`config.mk`:
```
export PLATFORM = sky130hd
export DESIGN_NAME = dwc_mix_pipe
export DESIGN_NICKNAME = d
export VERILOG_FILES = /design/src/design/dwc_pkg.sv /design/src/design/dwc_mix_pipe.sv
export SDC_FILE = /design/constraint.sdc
export NUM_CORES = 2
export LEC_CHECK = 0
export BUFFER_PORTS_ARGS = -buffer_cell sky130_fd_sc_hd__buf_2
export CELL_PAD_IN_SITES_DETAIL_PLACEMENT = 2
export CELL_PAD_IN_SITES_GLOBAL_PLACEMENT = 2
export CORE_MARGIN = 2
export CORE_UTILIZATION = 42
export CTS_BUF_LIST = sky130_fd_sc_hd__clkbuf_8
export DETAILED_ROUTE_END_ITERATION = 12
export PLACE_DENSITY = 0.86
export SLEW_MARGIN = 40
export SYNTH_ARGS = -nofsm -noshare
export SYNTH_HDL_FRONTEND = slang
export SYNTH_SLANG_ARGS = --single-unit
export TNS_END_PERCENT = 30
```
`constraint.sdc`:
```
create_clock -name clk -period 13.2 [get_ports clk]
set_input_delay 3.96 -clock clk [delete_from_list [all_inputs] [get_ports clk]]
set_output_delay 3.96 -clock clk [all_outputs]
set_load 0.02 [all_outputs]
```
`src/design/dwc_pkg.sv`:
```
// ----------------------------------------------------------------------------
// Dry/wet crossfader package
// Frame and mix payload types, gain format and delay ring constants.
// ----------------------------------------------------------------------------
package dwc_pkg;

    localparam int SAMPLE_BITS   = 24;
    localparam int CHANNELS      = 2;
    localparam int RING_BITS     = CHANNELS * SAMPLE_BITS;
    localparam int DELAY_DEPTH   = 1024;
    localparam int ADDR_BITS     = $clog2(DELAY_DEPTH);
    localparam int GAIN_BITS     = 17;
    localparam int GAIN_FRAC     = 16;
    localparam int CFG_DATA_BITS = 17;
    localparam int PROD_BITS     = SAMPLE_BITS + 1 + GAIN_BITS + 1;

    localparam logic [GAIN_BITS-1:0] GAIN_ONE  = GAIN_BITS'(1 << GAIN_FRAC);
    localparam logic [GAIN_BITS-1:0] GAIN_ZERO = '0;
    localparam logic [GAIN_BITS-1:0] FADE_STEP_RESET = GAIN_BITS'(64);

    // configuration register indexes
    localparam logic CFG_FADE_STEP = 1'b0;
    localparam logic CFG_DRY_DELAY = 1'b1;

    typedef struct packed {
        logic signed [SAMPLE_BITS-1:0] dry_left;
        logic signed [SAMPLE_BITS-1:0] dry_right;
        logic signed [SAMPLE_BITS-1:0] wet_left;
        logic signed [SAMPLE_BITS-1:0] wet_right;
        logic                          wet_select;
    } frame_t;

    typedef struct packed {
        logic signed [SAMPLE_BITS-1:0] mixed_left;
        logic signed [SAMPLE_BITS-1:0] mixed_right;
        logic                          is_dry;
    } mix_t;

    typedef struct packed {
        logic [GAIN_BITS-1:0] gain;
        logic                 is_dry;
    } gain_info_t;

    typedef struct packed {
        logic forward;  // delay of zero: use the dry pair of this frame
        logic written;  // ring entry read has been written since reset
    } ring_ctrl_t;

endpackage

```
`src/design/dwc_mix_pipe.sv`:
```
// ----------------------------------------------------------------------------
// Crossfade mix pipeline
// Ring read stage, multiply stage and output register with stall handling.
// ----------------------------------------------------------------------------
module dwc_mix_pipe
    import dwc_pkg::*;
(
    input  logic                 clk,
    input  logic                 rst_n,
    input  logic                 accept,
    input  frame_t               frame,
    input  gain_info_t           gain_info,
    input  ring_ctrl_t           ring_ctrl,
    input  logic [RING_BITS-1:0] ring_rdata,
    output logic                 s1_free,
    output logic                 mix_valid,
    input  logic                 mix_stall,
    output mix_t                 mix
);

    // stage 1: ring read in flight
    logic                          s1_valid_reg;
    logic signed [SAMPLE_BITS-1:0] s1_wet_l_reg, s1_wet_r_reg;
    logic signed [SAMPLE_BITS-1:0] s1_fwd_l_reg, s1_fwd_r_reg;
    gain_info_t                    s1_gain_reg;
    ring_ctrl_t                    s1_ctrl_reg;

    // stage 2: products
    logic                          s2_valid_reg;
    logic signed [PROD_BITS-1:0]   s2_prod_l_reg, s2_prod_r_reg;
    logic signed [SAMPLE_BITS-1:0] s2_dry_l_reg, s2_dry_r_reg;
    logic                          s2_is_dry_reg;

    // output register
    logic out_valid_reg;
    mix_t out_mix_reg;

    logic out_free, s2_free, s1_adv, s2_adv;
    logic signed [SAMPLE_BITS-1:0] dly_l, dly_r;
    logic signed [SAMPLE_BITS:0]   diff_l, diff_r;
    logic signed [GAIN_BITS:0]     gain_s;
    logic signed [PROD_BITS-1:0]   rnd_l, rnd_r;

    // advance when the next stage is empty or moving
    assign out_free = !out_valid_reg || !mix_stall;
    assign s2_adv   = s2_valid_reg && out_free;
    assign s2_free  = !s2_valid_reg || out_free;
    assign s1_adv   = s1_valid_reg && s2_free;
    assign s1_free  = !s1_valid_reg || s2_free;

    // select delayed dry: same-frame forward, ring data, or cleared history
    always_comb
    begin
        if (s1_ctrl_reg.forward)
        begin
            dly_l = s1_fwd_l_reg;
            dly_r = s1_fwd_r_reg;
        end
        else if (s1_ctrl_reg.written)
        begin
            dly_l = ring_rdata[SAMPLE_BITS-1:0];
            dly_r = ring_rdata[RING_BITS-1:SAMPLE_BITS];
        end
        else
        begin
            dly_l = '0;
            dly_r = '0;
        end
    end

    assign diff_l = {s1_wet_l_reg[SAMPLE_BITS-1], s1_wet_l_reg} - {dly_l[SAMPLE_BITS-1], dly_l};
    assign diff_r = {s1_wet_r_reg[SAMPLE_BITS-1], s1_wet_r_reg} - {dly_r[SAMPLE_BITS-1], dly_r};
    assign gain_s = $signed({1'b0, s1_gain_reg.gain});

    // round to nearest, ties upward
    assign rnd_l = s2_prod_l_reg + $signed(PROD_BITS'(1 << (GAIN_FRAC - 1)));
    assign rnd_r = s2_prod_r_reg + $signed(PROD_BITS'(1 << (GAIN_FRAC - 1)));

    // control
    always_ff @(posedge clk or negedge rst_n)
    begin
        if (!rst_n)
        begin
            s1_valid_reg  <= 1'b0;
            s2_valid_reg  <= 1'b0;
            out_valid_reg <= 1'b0;
        end
        else
        begin
            if (s1_free)
            begin
                s1_valid_reg <= accept;
            end
            if (s2_free)
            begin
                s2_valid_reg <= s1_adv;
            end
            if (out_free)
            begin
                out_valid_reg <= s2_adv;
            end
        end
    end

    // capture frame alongside the ring read
    always_ff @(posedge clk)
    begin
        if (accept)
        begin
            s1_wet_l_reg <= frame.wet_left;
            s1_wet_r_reg <= frame.wet_right;
            s1_fwd_l_reg <= frame.dry_left;
            s1_fwd_r_reg <= frame.dry_right;
            s1_gain_reg  <= gain_info;
            s1_ctrl_reg  <= ring_ctrl;
        end
    end

    // multiply difference by gain
    always_ff @(posedge clk)
    begin
        if (s1_adv)
        begin
            s2_prod_l_reg <= diff_l * gain_s;
            s2_prod_r_reg <= diff_r * gain_s;
            s2_dry_l_reg  <= dly_l;
            s2_dry_r_reg  <= dly_r;
            s2_is_dry_reg <= s1_gain_reg.is_dry;
        end
    end

    // add scaled difference back onto delayed dry
    always_ff @(posedge clk)
    begin
        if (s2_adv)
        begin
            out_mix_reg.mixed_left  <= s2_dry_l_reg +
                rnd_l[GAIN_FRAC+SAMPLE_BITS-1:GAIN_FRAC];
            out_mix_reg.mixed_right <= s2_dry_r_reg +
                rnd_r[GAIN_FRAC+SAMPLE_BITS-1:GAIN_FRAC];
            out_mix_reg.is_dry      <= s2_is_dry_reg;
        end
    end

    assign mix_valid = out_valid_reg;
    assign mix       = out_mix_reg;

endmodule

```
# --- Word-level counts from Yosys, hierarchy flattened ---
# Cells that the tools add are included.
word_totals:
  out_inout_bits: 51
  inputBits: 169
  ff_bits: 297
  elab_cells: 40
op_classes:
  n_mul: 2
  add_sub_neg: 6
  muxes: 4
  reduce_logical: 9
ops:
  columns: ["operator", "n"]
  rows:
  - ["$mux 24", 4]
  - ["$add 40x17->40 const B", 2]
  - ["$mul 25x18->40", 2]
  - ["$sub 24x24->25", 2]
  - ["$add 24x24->24", 2]
  - ["$logic_not 1->1", 4]
  - ["$logic_or 1x1->1", 3]
  - ["$logic_and 1x1->1", 2]

# --- Logic depth before layout (Yosys ltp) ---
logic_depth:
  word_depth: 4
  mapped_depth: 46
  ltp_nobuf: 41

# --- Worst setup path after synthesis ---
# OpenSTA, ideal clock, no wires.
synth_timing:
  kind: "input-to-reg"
  from: "input ring_rdata[25]"
  to: "register s2_prod_r_reg[39], data pin"
  path_stages: 37
  n_path_buf: 1
  t_arrival_ns: 12.595
  path_slack_ns: 0.345
  required_time_ns: 12.940
  setup_ns: 0.260
  path_cell_list: "nand3b_1 and2_1 xor2_1 ha_1 a31o_1 maj3_2 o211ai_2 a21oi_1 or2_2 a21oi_1 a2bb2oi_1 maj3_1 xnor2_1 buf_2 nand2_1 fa_1 inv_1 fa_1 fa_1 fa_1 fa_1 inv_1 fa_1 inv_1 ha_1 a2111oi_0 o211a_1 or3_1 nand2_1 a211oi_1 a21oi_1 o21ai_0 a21boi_0 a221oi_1 xnor2_1 xnor2_1 xnor2_1"
synth_via:
  elab_chain_cells: 4
synth_rtl:
  columns: ["item", "line", "text"]
  rows:
  - ["start: declaration", "dwc_mix_pipe.sv:14", "input logic [RING_BITS-1:0] ring_rdata,"]
  - ["$mux 24", "dwc_mix_pipe.sv:59", "else if (s1_ctrl_reg.written)"]
  - ["$mux 24", "dwc_mix_pipe.sv:54", "if (s1_ctrl_reg.forward)"]
  - ["$sub 24x24->25", "dwc_mix_pipe.sv:72", "assign diff_r = {s1_wet_r_reg[SAMPLE_BITS-1], s1_wet_r_reg} - {dly_r[SAMPLE_BITS-1], dly_r};"]
  - ["$mul 25x18->40", "dwc_mix_pipe.sv:125", "s2_prod_r_reg <= diff_r * gain_s;"]
  - ["end signal: assignment", "dwc_mix_pipe.sv:125", null]
  - ["end: declaration", "dwc_mix_pipe.sv:30", "logic signed [PROD_BITS-1:0] s2_prod_l_reg, s2_prod_r_reg;"]
# No other way between the ends.
# A chain may end at the register's enable or synchronous reset.

# --- Worst setup path after layout ---
layout_timing:
  from: "input ring_rdata[24]"
  to: "register s2_prod_r_reg[38], data pin"
layout_via:
  elab_chain_cells: 4
layout_rtl:
  columns: ["item", "line", "text"]
  rows:
  - ["$mux 24", "dwc_mix_pipe.sv:59", null]
  - ["$mux 24", "dwc_mix_pipe.sv:54", null]
  - ["via dly_r[0]", "dwc_mix_pipe.sv:39", "logic signed [SAMPLE_BITS-1:0] dly_l, dly_r;"]
  - ["$sub 24x24->25", "dwc_mix_pipe.sv:72", null]
  - ["$mul 25x18->40", "dwc_mix_pipe.sv:125", null]
# The timed path passes the listed nets, and every way through them passes these cells.

==> out/qor.csv <==
metric;value;unit
failing checks;negative setup slack;
post-synthesis adder-cell area fraction;45.5;%
Layout area overhead;13.7;%
gr usage total;37.1;%
Clock Sink Count;267;
Slowest-stage cell, CP;fa_1;
WP data arrival;14.77;ns
CTS max path bufs;3;
final hold violations;0;
WS Path Type;input pin to register;
Mapped Cells;4315;
Synth cell types;91;
first-pass GRT wire length;282;mm
Synth warnings;0;
endpoints failing setup;27;
DRT Wirelength;224;mm
CTS buffer count;53;
max cap viols;0;
Worst setup SP type;input pin;
initial antenna violation count;17;
initial DRC count;3614;
vias in the first global route;42900;
Die X;322;µm
register area share after synthesis;18.9;%
H-tree level count;2;
post-route setup slack;-1.06;ns
via count;37300;
largest family of logic cells by synthesized area;adder cells;
number of remaining DRC errors;0;
core area;0.100;mm²
dpl cells;5894;
Final Cycle Share;108;%
Peak Freq;70.1;MHz
Layout Cells excl Fill;6024;
Detail Placement HPWL;122;mm
TNS Setup;-11.67;ns
number of synthesized flops with an enable pin;264;
die height;322;µm
Place WS;-1.62;ns
die area;0.103;mm²
Syn Nets;5535;
CTS Root Cell;clkbuf_8;
Post-Synth Simple-Gate Area;14.6;%
max_slew headroom;37.1;%
nets@finish;5891;
worst skew pair latency;0.78;ns
HP Class;register to register;
complex-gate fraction of the synthesized area;5.56;%
largest net degree at the start of global routing;68;
RD Place Congestion;0.807;
CP Data Required Time;13.71;ns
Mapped Area;0.0423;mm²
Worst-path clk slew;0.08;ns
CTS tree;yes;
proportion of synthesized area in mux cells;0;%
Most Frequent Cell on Critical Path;fa_1;
most common flop cell mapped by yosys;edfxtp_1;
critical path's largest stage delay;0.90;ns
drt first pass iters;5;
post-synthesis xor/xnor area fraction;4.78;%
share of cells above drive strength 1;14.2;%
post-layout util;48.1;%
FFs w/ async S/R, synth;1.12;%
max reg flops;49;
CP Capture Type;register;
Starting Density;42.3;%
GR Overflow Total;0;
status;finished, violations left;
Critical Path Fanout Max;16;
Routed Antenna Nets;0;
DR vias/cell;6.20;
RSZ-0062 raised after global routing;yes;
crit path time final;14.26;ns
Mapped Avg Cell Area;9.81;µm²
clock skew;0.0467;ns
Top-Level Pins;220;
WL per Instance;37.2;µm
site row count;116;
Pins Over Slew Limit;0;
Tightest Pin Transition;0.935;ns
IO buf count;218;
synthesized flop and latch total;267;
-- final cells by class --
cell class / count / area, µm²
Fill cell: 10400 / 51900
Tap cell: 1298 / 1620
Sequential cell: 267 / 8000
Inverter: 1038 / 3900
Multi-Input combinational cell: 2857 / 30400
Timing Repair Buffer: 454 / 3130
Antenna cell: 14 / 35.0
Clock buffer: 53 / 729
Clock inverter: 43 / 268
-- synthesized netlist by cell type, types with 42 or more instances --
library cell	count	share of area [%]
a21oi_1	88	1.0
ha_1	261	7.7
inv_1	1038	9.2
nand3_1	45	0.53
edfxtp_1	264	19
and2_1	404	6.0
o21ai_0	43	0.51
nor2_1	98	0.87
nand2_1	509	4.5
xnor2_1	173	3.6
xor2_1	42	0.87
clkbuf_1	130	1.2
fa_1	790	37
-- per-stage QoR --
| stage | instance area (µm²) | hold slack [ns] |
|---|---|---|
| global route | 48100 | 0.522 |
| floorplan | 42300 | 0.400 |
| detailed placement | 46300 | 0.410 |
| global placement | 46300 | 0.404 |
| CTS | 47400 | 0.426 |
| finish | 48100 | 0.516 |
-- metal layers --
metal / track usage, % / up-vias / part of all wire, %
met2: 65.4 / 2958 / 47
met1: 39.0 / 19100 / 32
li1: - / 13800 / -
met3: 6.41 / 1527 / 9.3
met4: 30.0 / 18 / 12
met5: 0 / - / 0.095
-- worst max-delay path, delay by kind of cell --
family,cells,cell delay [ns]
adders and majority gates,9,4.95
xor gates and xnor gates,2,0.39
buffers and inverters,8,1.23
AOI/OAI and AO/OA,14,3.04
and+or+nand+nor,6,1.17
-- cells in the final DEF (no fill, tap or decap), types with 16 or more instances in the layout --
| cell type | Yosys | routed |
|---|---|---|
| nand2_1 | 509 | 506 |
| buf_12 | 0 | 16 |
| edfxtp_1 | 264 | 264 |
| xnor2_1 | 173 | 164 |
| nor2b_1 | 41 | 41 |
| ha_1 | 261 | 251 |
| fa_1 | 790 | 776 |
| and3_1 | 28 | 28 |
| a21oi_1 | 88 | 75 |
| nor2_1 | 98 | 93 |
| clkbuf_8 | 0 | 53 |
| buf_4 | 2 | 210 |
| and2_1 | 404 | 399 |
| o21a_1 | 16 | 16 |
| o21ai_0 | 43 | 37 |
| a21o_1 | 34 | 34 |
| nor3_1 | 21 | 19 |
| buf_2 | 16 | 216 |
| xor2_1 | 42 | 40 |
| o21bai_1 | 16 | 16 |
| nand2b_1 | 17 | 17 |
| inv_1 | 1038 | 1045 |
| nand3_1 | 45 | 45 |
| a22oi_1 | 21 | 21 |
-- cells by family after synthesis --
logic type               count (synthesis)
XOR/XNOR                               223
AND/OR/NAND/NOR                       1229
flip-flops                             267
buffers and inverters                 1191
adder cells (fa/ha/maj)               1068
AO/OA/AOI/OAI                          337
-- final timing paths --
| kind | startpoint | to | slack (ns) | depth (start not counted) |
|---|---|---|---|---|
| min reg2reg | s1_gain_reg[0] | s2_is_dry_reg | 0.52 | 0 |
| max reg2reg | s1_ctrl_reg[0] | s2_prod_r_reg[38] | 0.82 | 40 |
| min | s1_gain_reg[0] | s2_is_dry_reg | 0.52 | 0 |
| max in group asynchronous | rst_n | s2_valid_reg | 10.09 | 1 |
| max | ring_rdata[24] | s2_prod_r_reg[38] | -1.06 | 39 |
| min in group asynchronous | rst_n | s1_valid_reg | 2.98 | 1 |
-- timing repair --
action,CTS,global route
gates resized for setup,27,103
hold buffers,0,0
pin swaps,6,78
setup endpoints to repair,23,25
buffers inserted,3,17
Power is left out: the tool's default activity adds up to more than one toggle a clock period on the data nets, which glitch-free logic cannot reach.
