File: src/design/dwc_pkg.sv
// ----------------------------------------------------------------------------
// Dry/wet crossfader package
// Frame and mix payload types, gain format and delay ring constants.
// ----------------------------------------------------------------------------
package dwc_pkg;

    localparam int SAMPLE_BITS   = 24;
    localparam int CHANNELS      = 2;
    localparam int RING_BITS     = CHANNELS * SAMPLE_BITS;
    localparam int DELAY_DEPTH   = 1024;
    localparam int ADDR_BITS     = $clog2(DELAY_DEPTH);
    localparam int GAIN_BITS     = 17;
    localparam int GAIN_FRAC     = 16;
    localparam int CFG_DATA_BITS = 17;
    localparam int PROD_BITS     = SAMPLE_BITS + 1 + GAIN_BITS + 1;

    localparam logic [GAIN_BITS-1:0] GAIN_ONE  = GAIN_BITS'(1 << GAIN_FRAC);
    localparam logic [GAIN_BITS-1:0] GAIN_ZERO = '0;
    localparam logic [GAIN_BITS-1:0] FADE_STEP_RESET = GAIN_BITS'(64);

    // configuration register indexes
    localparam logic CFG_FADE_STEP = 1'b0;
    localparam logic CFG_DRY_DELAY = 1'b1;

    typedef struct packed {
        logic signed [SAMPLE_BITS-1:0] dry_left;
        logic signed [SAMPLE_BITS-1:0] dry_right;
        logic signed [SAMPLE_BITS-1:0] wet_left;
        logic signed [SAMPLE_BITS-1:0] wet_right;
        logic                          wet_select;
    } frame_t;

    typedef struct packed {
        logic signed [SAMPLE_BITS-1:0] mixed_left;
        logic signed [SAMPLE_BITS-1:0] mixed_right;
        logic                          is_dry;
    } mix_t;

    typedef struct packed {
        logic [GAIN_BITS-1:0] gain;
        logic                 is_dry;
    } gain_info_t;

    typedef struct packed {
        logic forward;  // delay of zero: use the dry pair of this frame
        logic written;  // ring entry read has been written since reset
    } ring_ctrl_t;

endpackage

File: src/design/dwc_gain_ctrl.sv
// ----------------------------------------------------------------------------
// Crossfade gain stepper
// Moves the Q1.16 gain one fade step toward the target on each transfer.
// ----------------------------------------------------------------------------
module dwc_gain_ctrl
    import dwc_pkg::*;
(
    input  logic                 clk,
    input  logic                 rst_n,
    input  logic                 advance,
    input  logic                 wet_select,
    input  logic [GAIN_BITS-1:0] fade_step,
    output gain_info_t           info
);

    logic [GAIN_BITS-1:0] gain_reg;
    logic [GAIN_BITS-1:0] gain_next;
    logic [GAIN_BITS-1:0] room;

    // step toward target, clamp when the step would pass it
    always_comb
    begin
        if (wet_select)
        begin
            room      = GAIN_ONE - gain_reg;
            gain_next = (room < fade_step) ? GAIN_ONE : gain_reg + fade_step;
        end
        else
        begin
            room      = gain_reg;
            gain_next = (room < fade_step) ? GAIN_ZERO : gain_reg - fade_step;
        end
    end

    always_ff @(posedge clk or negedge rst_n)
    begin
        if (!rst_n)
        begin
            gain_reg <= GAIN_ZERO;
        end
        else if (advance)
        begin
            gain_reg <= gain_next;
        end
    end

    assign info.gain   = gain_next;
    assign info.is_dry = !wet_select && (gain_next == GAIN_ZERO);

endmodule

File: config.mk
export PLATFORM = sky130hd
export DESIGN_NAME = dwc_gain_ctrl
export DESIGN_NICKNAME = d
export VERILOG_FILES = /design/src/design/dwc_pkg.sv /design/src/design/dwc_gain_ctrl.sv
export SDC_FILE = /design/constraint.sdc
export NUM_CORES = 1
export LEC_CHECK = 0
export BUFFER_PORTS_ARGS = -buffer_cell sky130_fd_sc_hd__buf_2
export CAP_MARGIN = 5
export CORE_ASPECT_RATIO = 0.5
export CORE_MARGIN = 5
export CORE_UTILIZATION = 59
export CTS_CLUSTER_SIZE = 14
export DETAILED_ROUTE_END_ITERATION = 8
export GPL_TIMING_DRIVEN = 0
export PLACE_DENSITY = 0.77
export SYNTH_ARGS = -nofsm -noshare
export SYNTH_HDL_FRONTEND = slang
export SYNTH_SLANG_ARGS = --single-unit
File: constraint.sdc
create_clock -name clk -period 12.3 [get_ports clk]
set_input_delay 2.46 -clock clk [delete_from_list [all_inputs] [get_ports clk]]
set_output_delay 2.46 -clock clk [all_outputs]
set_load 0.01 [all_outputs]
=== Word-level counts from Yosys, hierarchy flattened ===
Index checks and enable logic that the tools add are counted.

* Register bits: 17
* Input port bits: 21
* Output and inout bits: 18
* Word-level logic and storage cells: 12

* Add/sub/neg operators: 3
* Order comparisons: 2
* Muxes and demuxes: 3
* Reductions and logical operators: 3

{| class="wikitable"
|+ Operator list
! operator !! count
|-
| $mux W17 || 3
|-
| $lt A17 B17 Y1 || 2
|-
| $add A17 B17 Y17 || 1
|-
| $logic_not A17 Y1 || 1
|-
| $sub A17 B17 Y17 || 1
|-
| $sub A17 B17 Y17 const A || 1
|-
| $logic_and A1 B1 Y1 || 1
|-
| $logic_not A1 Y1 || 1
|}

=== Depth between registers and ports, before layout ===
Gate-level depths: netlist of run 1.

* Depth after elaboration: 6
* Mapped depth: 19
* Depth with buffers taken out: 17

=== Worst setup path after synthesis of run 1 ===
No wires, ideal clock.

* Kind: input -> output
* From: input fade_step[0]
* To: output info[0] in the netlist's numbering
* Arrival time: 5.209 ns
* Required time: 9.840 ns
* Setup slack: 4.631 ns
* Stages on the path: 12
* Cell sequence: ha_1 > inv_1 > fa_1 > a21o_1 > a221o_1 > a221o_1 > a21oi_2 > a211oi_1 > or4_4 > nor2_1 > and4bb_1 > nor4b_2

{| class="wikitable"
|+ RTL lines
! element !! line !! text
|-
| start, declared || dwc_gain_ctrl.sv:12 || <nowiki>input logic [GAIN_BITS-1:0] fade_step,</nowiki>
|-
| end, declared || dwc_gain_ctrl.sv:13 || <nowiki>output gain_info_t info</nowiki>
|}

==> impl_metrics.ini, run 1 <==
[place]
hpwlAfterDp_um = 7609
gp_congestion = 0.9548
io_buffers = 36

[clock_network]
htreeDepth = 1
clock-sinks = 17
cts-root-buf = clkbuf_8
numCtsBuffers = 3
path_clk_slew_ns = 0.08
post_cts_resized = 0
hold_buffers = 0
cts_buffer_depth = 2
postCtsSetupBuffers = 0
insertion_delay_ns = 0.27
cts_tree = done

[drt]
routed_wl_um = 9438
drc = 0
avgRoutedWirePerCell_um = 18.36
drt_iter0_markers = 364
ant_nets = 0
dr.pass1.iters = 5
via_count = 3236
routed_via_density = 6.296

[worst_setup_path]
crit_slowest_cell = a2111oi_0
start_kind = input pin
worstPathRequired_ns = 9.84
crit_arrival_ns = 6.29
max_stage_delay_ns = 0.88
crit_chain = buf_2, inv_1, ha_1, nor2b_1, o211ai_1, a2111oi_0, nor4_1, or2_1, clkbuf_1, buf_2, o31ai_1, o21ai_0, a21oi_1, and4bb_1, nor4b_2, buf_2
cp_max_fo = 10
worstSetupPathType = input pin to output pin
cp-end-kind = output pin
ff2ff_path_depth = 16
path_common_cell = buf_2

[logic_synthesis]
syn_nets = 477
yosysTopAreaCell = ha_1
synth_warnings = 0
synth_edf_count = 0
synth_area_leaders = ha_1 (20%), dfrtp_1 (14%), a21oi_1 (6.6%), mux2_2 (5.4%), inv_1 (4.1%)
syn_area_mm2 = 0.003120
synth.ff_latch_count = 17
ys_seq_area_frac = 0.1363
ys.flop_type = dfrtp_1
ys_async_sr_fraction = 1.000
ys_types = 65
avgSynthCellArea_um2 = 7.724
synthCells = 404
synth_top_area_frac = 0.2005

[power]
ir_worst_vdd_uv = 144.2
power.density_mw_per_mm2 = 249.1
power_mw = 0.8554
leakage_nw = 1.692

[timing]
rsz0062_at_grt = no
fin_crit_sh = 0.7117
worst_pin_slew_ns = 1.013
drv_slew = 0
fin_skew_ns = 0.002495
max-slew-margin-rel = 0.3072
finalHoldViolCount = 0
tns_ns = 0
max_clock_freq_mhz = 114.2
fin_crit_ns = 8.754
holdWs_ns = 0.6081
finalSetupViolCount = 0

[min_path]
hold-path-cell-count = 1
hold_class = flop to flop

[floorplan]
die_x_um = 112.9
die-height_um = 61.43
placementRows = 18
fp.dieArea_mm2 = 0.006932
start_util = 0.6213
ios = 39
core_mm2 = 0.005022

[layout]
multi_input_comb_area_mm2 = 0.002472
syn_to_final_growth_pct = 10.06
fin_nets = 518
drive_gt1_frac = 0.1824
largest_register_ffs = 17
nFillCells = 424
diodes = 0
postLayoutCoreUtil = 0.6839
ff_latch_area_um2 = 425.4

[global_route]
grt_pass1_wl_um = 14830
grt_pass1_vias = 2978
grt_usage = 0.2765
grt_max_degree = 18
gr-total-overflow = 0
grt_antenna_before_repair = 0

[status]
status = complete, no violations

[run]
cap_violations = 0
## cell type report
type | instances | share of cell area
buffer | 19 | 0.02769
clock buffer | 3 | 0.01202
clock inverter | 1 | 0.001457
inverter | 34 | 0.03716
multi-input combinational | 334 | 0.7199
sequential | 17 | 0.1239
tap | 70 | 0.02550
timing repair buffer | 36 | 0.05246
## cell usage in the layout, fill, tap and decap left out, types with 10 or more instances in the layout
master	synthesis	routed
a21oi_1	41	41
buf_2	7	43
dfrtp_1	17	17
ha_1	50	50
inv_1	34	34
mux2_2	15	15
nand2_1	26	26
nand3_1	11	11
nor2_1	33	33
nor3_1	10	10
o21ai_0	13	13
xnor2_1	12	12
## power breakdown
group | internal, mW | switching [mW]
Sequential | 0.0787 | 0.0442
Clock | 0.0226 | 0.0244
Combinational | 0.285 | 0.401
## cells by family (layout without fill, tap and decap cells)
logic type               Yosys count  count (layout)  share of synthesized area
AND/OR/NAND/NOR                  127             127                     0.2085
flip-flops                        17              17                     0.1363
AO/OA/AOI/OAI                    122             122                     0.2658
multiplexers                      15              15                    0.05413
adder cells (fa/ha/maj)           52              52                     0.2133
XOR/XNOR                          18              18                    0.05052
buffers and inverters             53              93                    0.07137
## through the flow
| step | cell area, um^2 | std cells | setup WS [ns] |
|---|---|---|---|
| floorplan | 3120 | 404 | 4.631 |
| global placement | 3388 | 510 | 3.746 |
| detailed placement | 3388 | 510 | 3.726 |
| CTS | 3435 | 514 | 3.690 |
| global route | 3435 | 514 | 3.436 |
| finish | 3435 | 514 | 3.546 |
## synth_stat cells (3+ instances only)
library cell	count
ha_1	50
a21oi_1	41
inv_1	34
nor2_1	33
nand2_1	26
dfrtp_1	17
mux2_2	15
o21ai_0	13
xnor2_1	12
nand3_1	11
nor3_1	10
buf_2	7
clkbuf_1	7
nor4_1	7
or2_2	7
a21o_1	6
nand2b_1	6
xor2_1	6
a211oi_1	5
a31oi_1	5
nor2b_1	5
a211o_1	4
and3_1	4
o211ai_1	4
or3_1	4
a221o_1	3
a221oi_1	3
a22o_1	3
o21a_1	3
o21bai_1	3
o31ai_1	3
## final timing paths
kind / start / end / slack (ns)
worst max-delay path: fade_step[1] / info[0] / 3.55
worst min-delay path: gain_reg[16]$_DFFE_PN0P_ / gain_reg[16]$_DFFE_PN0P_ / 0.61
worst max register to register: gain_reg[4]$_DFFE_PN0P_ / gain_reg[3]$_DFFE_PN0P_ / 6.75
worst min register to register: gain_reg[16]$_DFFE_PN0P_ / gain_reg[16]$_DFFE_PN0P_ / 0.61
max in group asynchronous: rst_n / gain_reg[7]$_DFFE_PN0P_ / 9.89
min in group asynchronous: rst_n / gain_reg[15]$_DFFE_PN0P_ / 2.11
## routing by layer
metal / up-vias / wire length [um] / track usage
met4: 0 / 80 / 0.03938
met2: 161 / 3993 / 0.4562
met5: - / 0 / 0
li1: 1557 / - / -
met1: 1506 / 4358 / 0.3902
met3: 12 / 1005 / 0.05496
## worst max-delay path: cells and delay by family
kind	cells	cell delay, ns
simple gates	5	1.03
buf+inv	5	0.78
compound gates	5	1.72
fa+ha+maj	1	0.28
Power figures use the tool's default switching activity.
==> inputs of run 2 (changes only) <==
Settings changed: CORE_UTILIZATION 59 to 54, PLACE_DENSITY 0.77 to 0.74.
Clock period 12.3 ns to 7.3 ns, I/O delays scaled along.
==> run 2 against run 1 <==
- critical path type is now flop to output pin
- register-to-register slack lost 4.4 ns
- first-iteration DRC count grew 1.1%
- largest power group unchanged
- core utilization shrank 5.0 points
- die area grew 8.1%
- global-route usage shrank 2.1 points
- highest routed layer unchanged
- sequential share of layout area shrank 0.27 points
- power grew 74%
- worst setup slack lost 3.2 ns
- non-clock buffer count grew 2
==> impl_metrics.ini, run 2 (same netlist as run 1, synthesis figures left out) <==
[status]
status = complete, no violations

[power]
ir_worst_vdd_uv = 239.7
combinationalPowerShare = 0.781
clock_power_share = 0.079
pwr-share-seq = 0.140
intPower_mw = 0.6914
switching_power_mw = 0.7996
leakage_nw = 1.715
swShare = 0.5363
power.density_mw_per_mm2 = 424.7

[timing]
max_clock_freq_mhz = 143.5
drv_slew = 0
max-slew-margin-rel = 0.5050
finalSetupViolCount = 0
tns_ns = 0
fin_skew_ns = 0.008087
fin_crit_ns = 6.967
worst_pin_slew_ns = 0.7425
finalHoldViolCount = 0
fin_crit_sh = 0.9543
finalWorstSetupSlack_ns = 0.3333

[floorplan]
fp.dieArea_mm2 = 0.007492
ios = 39
die-height_um = 63.76
placementRows = 19
core_mm2 = 0.005539
start_util = 0.5634
die_x_um = 117.5

[layout]
syn_to_final_growth_pct = 12.51
layout_common_cells = ha_1 (50), buf_2 (43), a21oi_1 (41)
largest_register_ffs = 17
diodes = 0
final_common_cell = ha_1
drive_gt1_frac = 0.1928
fin_nets = 520

[worst_setup_path]
worstSetupPathType = flop to output pin
cp-end-kind = output pin
start_kind = flop
cp_max_fo = 10
crit_arrival_ns = 5.51
worstPathRequired_ns = 5.84

[place]
hpwlAfterDp_um = 7702
io_buffers = 36
dp_slack_ns = 0.2488
gp_congestion = 0.9546

[drt]
drt_iter0_markers = 368
drc = 0
dr.pass1.iters = 5
avgRoutedWirePerCell_um = 18.43
via_count = 3206
routed_via_density = 6.177
ant_nets = 0
routed_wl_um = 9564

[global_route]
grt_pass1_wl_um = 15680
grt_antenna_before_repair = 0
grt_pass1_vias = 3146
grt_max_degree = 18
grt_usage = 0.2552
gr-total-overflow = 0

[clock_network]
cts_tree = done
cts_buffer_depth = 2
htreeDepth = 1
insertion_delay_ns = 0.26
path_clk_slew_ns = 0.06
numCtsBuffers = 3
cts-root-buf = clkbuf_16
clock-sinks = 17

[min_path]
hold_class = flop to flop

[run]
cap_violations = 0
-- run 2: cell count changes in the layout (fill, tap and decap cells not counted), sizes merged --
cell	delta
buf	+2
clkbuf	+1
clkinv	-1
-- run 2: worst max-delay path: stages, from the launching register on --
cell and delay [ns]:
dfrtp_1 0.44, or4_1 0.64, nor4_2 0.29, nand3_1 0.36, nor3_1 0.28, xnor2_1 0.10
ha_1 0.30, nand4_1 0.24, a2111oi_2 0.50, nor4_2 0.12, or2_1 0.24, clkbuf_1 0.16
buf_2 0.23, o31ai_1 0.26, o21ai_0 0.13, a21oi_1 0.38, and4bb_1 0.27, nor4b_2 0.15
buf_2 0.15
-- run 2: metrics by stage --
| step | power (mW) | instances | cell area [um^2] | utilization | hold WS (ns) |
|---|---|---|---|---|---|
| 2_1_floorplan | 1.014 | 404 | 3120 | - | 0.5280 |
| 3_3_place_gp | 1.291 | 513 | 3392 | 0.6124 | 0.5820 |
| 3_5_place_dp | 1.331 | 513 | 3392 | 0.6124 | 0.5887 |
| 4_1_cts | 1.457 | 517 | 3472 | 0.6268 | 0.6022 |
| 5_1_grt | 1.631 | 519 | 3511 | 0.6338 | 0.6270 |
| 6_report | 1.491 | 519 | 3511 | 0.6338 | 0.6022 |
-- run 2: layout make-up --
| type | count | area, um^2 |
|---|---|---|
| multi-input combinational | 334 | 2497 |
| fill | 521 | 2028 |
| sequential | 17 | 425.4 |
| timing repair buffer | 38 | 195.2 |
| inverter | 34 | 127.6 |
| buffer | 19 | 95.09 |
| tap | 73 | 91.34 |
| clock buffer | 4 | 78.83 |
-- run 2: path summary, 6_finish.rpt --
| kind | startpoint | end | slack (ns) | depth (start not counted) |
|---|---|---|---|---|
| max | gain_reg[4]$_DFFE_PN0P_ | info[0] | 0.33 | 18 |
| min | gain_reg[16]$_DFFE_PN0P_ | gain_reg[16]$_DFFE_PN0P_ | 0.60 | 1 |
| max reg2reg | gain_reg[4]$_DFFE_PN0P_ | gain_reg[3]$_DFFE_PN0P_ | 2.32 | 16 |
| min reg2reg | gain_reg[16]$_DFFE_PN0P_ | gain_reg[16]$_DFFE_PN0P_ | 0.60 | 1 |
| max in group asynchronous | rst_n | gain_reg[6]$_DFFE_PN0P_ | 5.84 | 1 |
| min in group asynchronous | rst_n | gain_reg[13]$_DFFE_PN0P_ | 1.14 | 1 |
-- run 2: what timing repair did --
action,4_1_cts,5_1_grt
pin swaps,0,1
resized for setup,1,4
hold buffers,0,0
setup endpoints to repair,1,1
buffers inserted,0,2
cloned,0,0
-- run 2: power groups by stage --
| stage | combinational, mW | sequential, mW | clock, mW |
|---|---|---|---|
| 6_report | 1.16 | 0.209 | 0.118 |
| 5_1_grt | 1.29 | 0.214 | 0.125 |
| 4_1_cts | 1.13 | 0.205 | 0.120 |
| 3_5_place_dp | 1.12 | 0.207 | 0 |
| 3_3_place_gp | 1.09 | 0.204 | 0 |
| 2_1_floorplan | 0.831 | 0.183 | 0 |
-- run 2: metal layers --
metal / track usage / routed length [um]
met5: 0 / 0
met4: 0.03004 / 54
met3: 0.07048 / 935
met2: 0.4056 / 4125
met1: 0.3597 / 4449
==> inputs of run 3 (changes only) <==
--- a/constraint.sdc
+++ b/constraint.sdc
@@ -3,2 +3,2 @@
 set_output_delay 1.46 -clock clk [all_outputs]
-set_load 0.01 [all_outputs]
+set_load 0.02 [all_outputs]
==> run 3 against run 2 <==
- fmax is 0.34% higher
- die area stayed put
- non-clock buffer count unchanged
- critical path type unchanged
- critical endpoint unchanged
- highest routed layer unchanged
==> impl_metrics.ini, run 3 (same netlist as run 1, synthesis figures left out) <==
[floorplan]
core_mm2 = 0.005539
placementRows = 19
die_x_um = 117.5
ios = 39
fp.dieArea_mm2 = 0.007492
die-height_um = 63.76
start_util = 0.5634

[global_route]
grt_max_degree = 18
gr-total-overflow = 0
grt_usage = 0.2552
grt_antenna_before_repair = 0
grt_pass1_vias = 3146
grt_pass1_wl_um = 15680

[power]
pwr-share-seq = 0.135
ir_worst_vdd_uv = 258.5
switching_power_mw = 0.8536
intPower_mw = 0.6933
clock_power_share = 0.077
swShare = 0.5518
power_mw = 1.547
power.density_mw_per_mm2 = 439.8
combinationalPowerShare = 0.788
leakage_nw = 1.716

[layout]
stdcell_area_mm2 = 0.003517
drive_gt1_frac = 0.1951
fin_nets = 520
postLayoutCoreUtil = 0.6350
nFillCells = 520
largest_register_ffs = 17
layout_common_cells = ha_1 (50), buf_2 (43), a21oi_1 (41)
final_common_cell = ha_1
syn_to_final_growth_pct = 12.71
diodes = 0

[place]
place_area_mm2 = 0.003392
hpwlAfterDp_um = 7702
dp_slack_ns = 0.2292
gp_congestion = 0.9546
io_buffers = 36

[min_path]
hold_class = flop to flop

[run]
cap_violations = 0

[worst_setup_path]
critPathBufInv = 4
max_stage_delay_ns = 0.64
cp-end-kind = output pin
crit_arrival_ns = 5.48
worstSetupPathType = flop to output pin
crit_slowest_cell = or4_1
crit_chain = or4_1, nor4_2, nand3b_1, buf_4, nor4_1, xor2_1, ha_1, a21oi_1, o21ai_0, nor4_2, or2_1, clkbuf_1, buf_2, a21oi_1, a211o_1, a2111oi_1, and4bb_1, nor4b_2, buf_2
start_kind = flop
critical_path.top_delay_family = simple AND/OR/NAND/NOR gates
cp_max_fo = 10
worstPathRequired_ns = 5.84

[clock_network]
path_clk_slew_ns = 0.06
cts-root-buf = clkbuf_16
insertion_delay_ns = 0.26
cts_tree = done
numCtsBuffers = 3
hold_buffers = 0
cts_buffer_depth = 2
htreeDepth = 1
clock-sinks = 17

[drt]
via_count = 3251
avgRoutedWirePerCell_um = 18.43
drc = 0
routed_wl_um = 9567
dr.pass1.iters = 5
drt_iter0_markers = 372
routed_via_density = 6.264
ant_nets = 0

[timing]
worst_pin_slew_ns = 0.7369
fin_crit_sh = 0.9511
drv_slew = 0
finalHoldViolCount = 0
fin_skew_ns = 0.009332
finalSetupViolCount = 0
fin_crit_ns = 6.943
holdWs_ns = 0.5961
finalWorstSetupSlack_ns = 0.3566
max_clock_freq_mhz = 144.0
max-slew-margin-rel = 0.5087

[status]
status = complete, no violations
run 3: timing repair:
| item | in CTS | in global routing |
|---|---|---|
| pin swaps | 0 | 1 |
| gates resized for setup | 1 | 6 |
| endpoints found under the setup margin | 1 | 1 |
| gates cloned | 0 | 0 |
| buffers inserted | 0 | 2 |
run 3: final cells by class:
type / count / area [um^2] / share of cell area
inverters: 34 / 127.6 / 0.03629
well taps: 73 / 91.34 / 0.02597
repair buffers: 38 / 195.2 / 0.05550
plain buffers: 19 / 95.09 / 0.02704
multi-input cells: 334 / 2504 / 0.7118
clock buffers: 4 / 78.83 / 0.02241
flip-flops and latches: 17 / 425.4 / 0.1210
run 3: stage by stage:
stage                     std cells   TNS, ns
final                           519         0
after floorplan                 404         0
after global routing            519  -0.01180
after CTS                       517         0
after global placement          513         0
after detailed placement        513         0
run 3: path summary, 6_finish.rpt:
check / start / end / slack [ns] / depth (start not counted)
hold / removal: gain_reg[16]$_DFFE_PN0P_ / gain_reg[16]$_DFFE_PN0P_ / 0.60 / 1
max in group asynchronous: rst_n / gain_reg[6]$_DFFE_PN0P_ / 5.84 / 1
hold reg to reg: gain_reg[16]$_DFFE_PN0P_ / gain_reg[16]$_DFFE_PN0P_ / 0.60 / 1
setup / recovery: gain_reg[4]$_DFFE_PN0P_ / info[0] / 0.36 / 19
min in group asynchronous: rst_n / gain_reg[13]$_DFFE_PN0P_ / 1.13 / 1
setup reg to reg: gain_reg[4]$_DFFE_PN0P_ / gain_reg[3]$_DFFE_PN0P_ / 2.37 / 17
run 3: layer usage:
| layer | wire (um) | track usage | share of wire | up-vias |
|---|---|---|---|---|
| li1 | - | - | - | 1549 |
| met1 | 4405 | 0.3597 | 0.46 | 1522 |
| met2 | 4076 | 0.4056 | 0.43 | 162 |
| met3 | 968 | 0.07048 | 0.10 | 18 |
| met4 | 116 | 0.03004 | 0.012 | 0 |
| met5 | 0 | 0 | 0 | - |
run 3: power by group through the flow:
stage               clock network (mW)  registers [mW]  logic, mW
floorplan                            0           0.183      0.883
global placement                     0           0.204       1.14
detailed placement                   0           0.207       1.18
CTS                              0.120           0.205       1.18
global route                     0.125           0.214       1.35
finish                           0.119           0.209       1.22
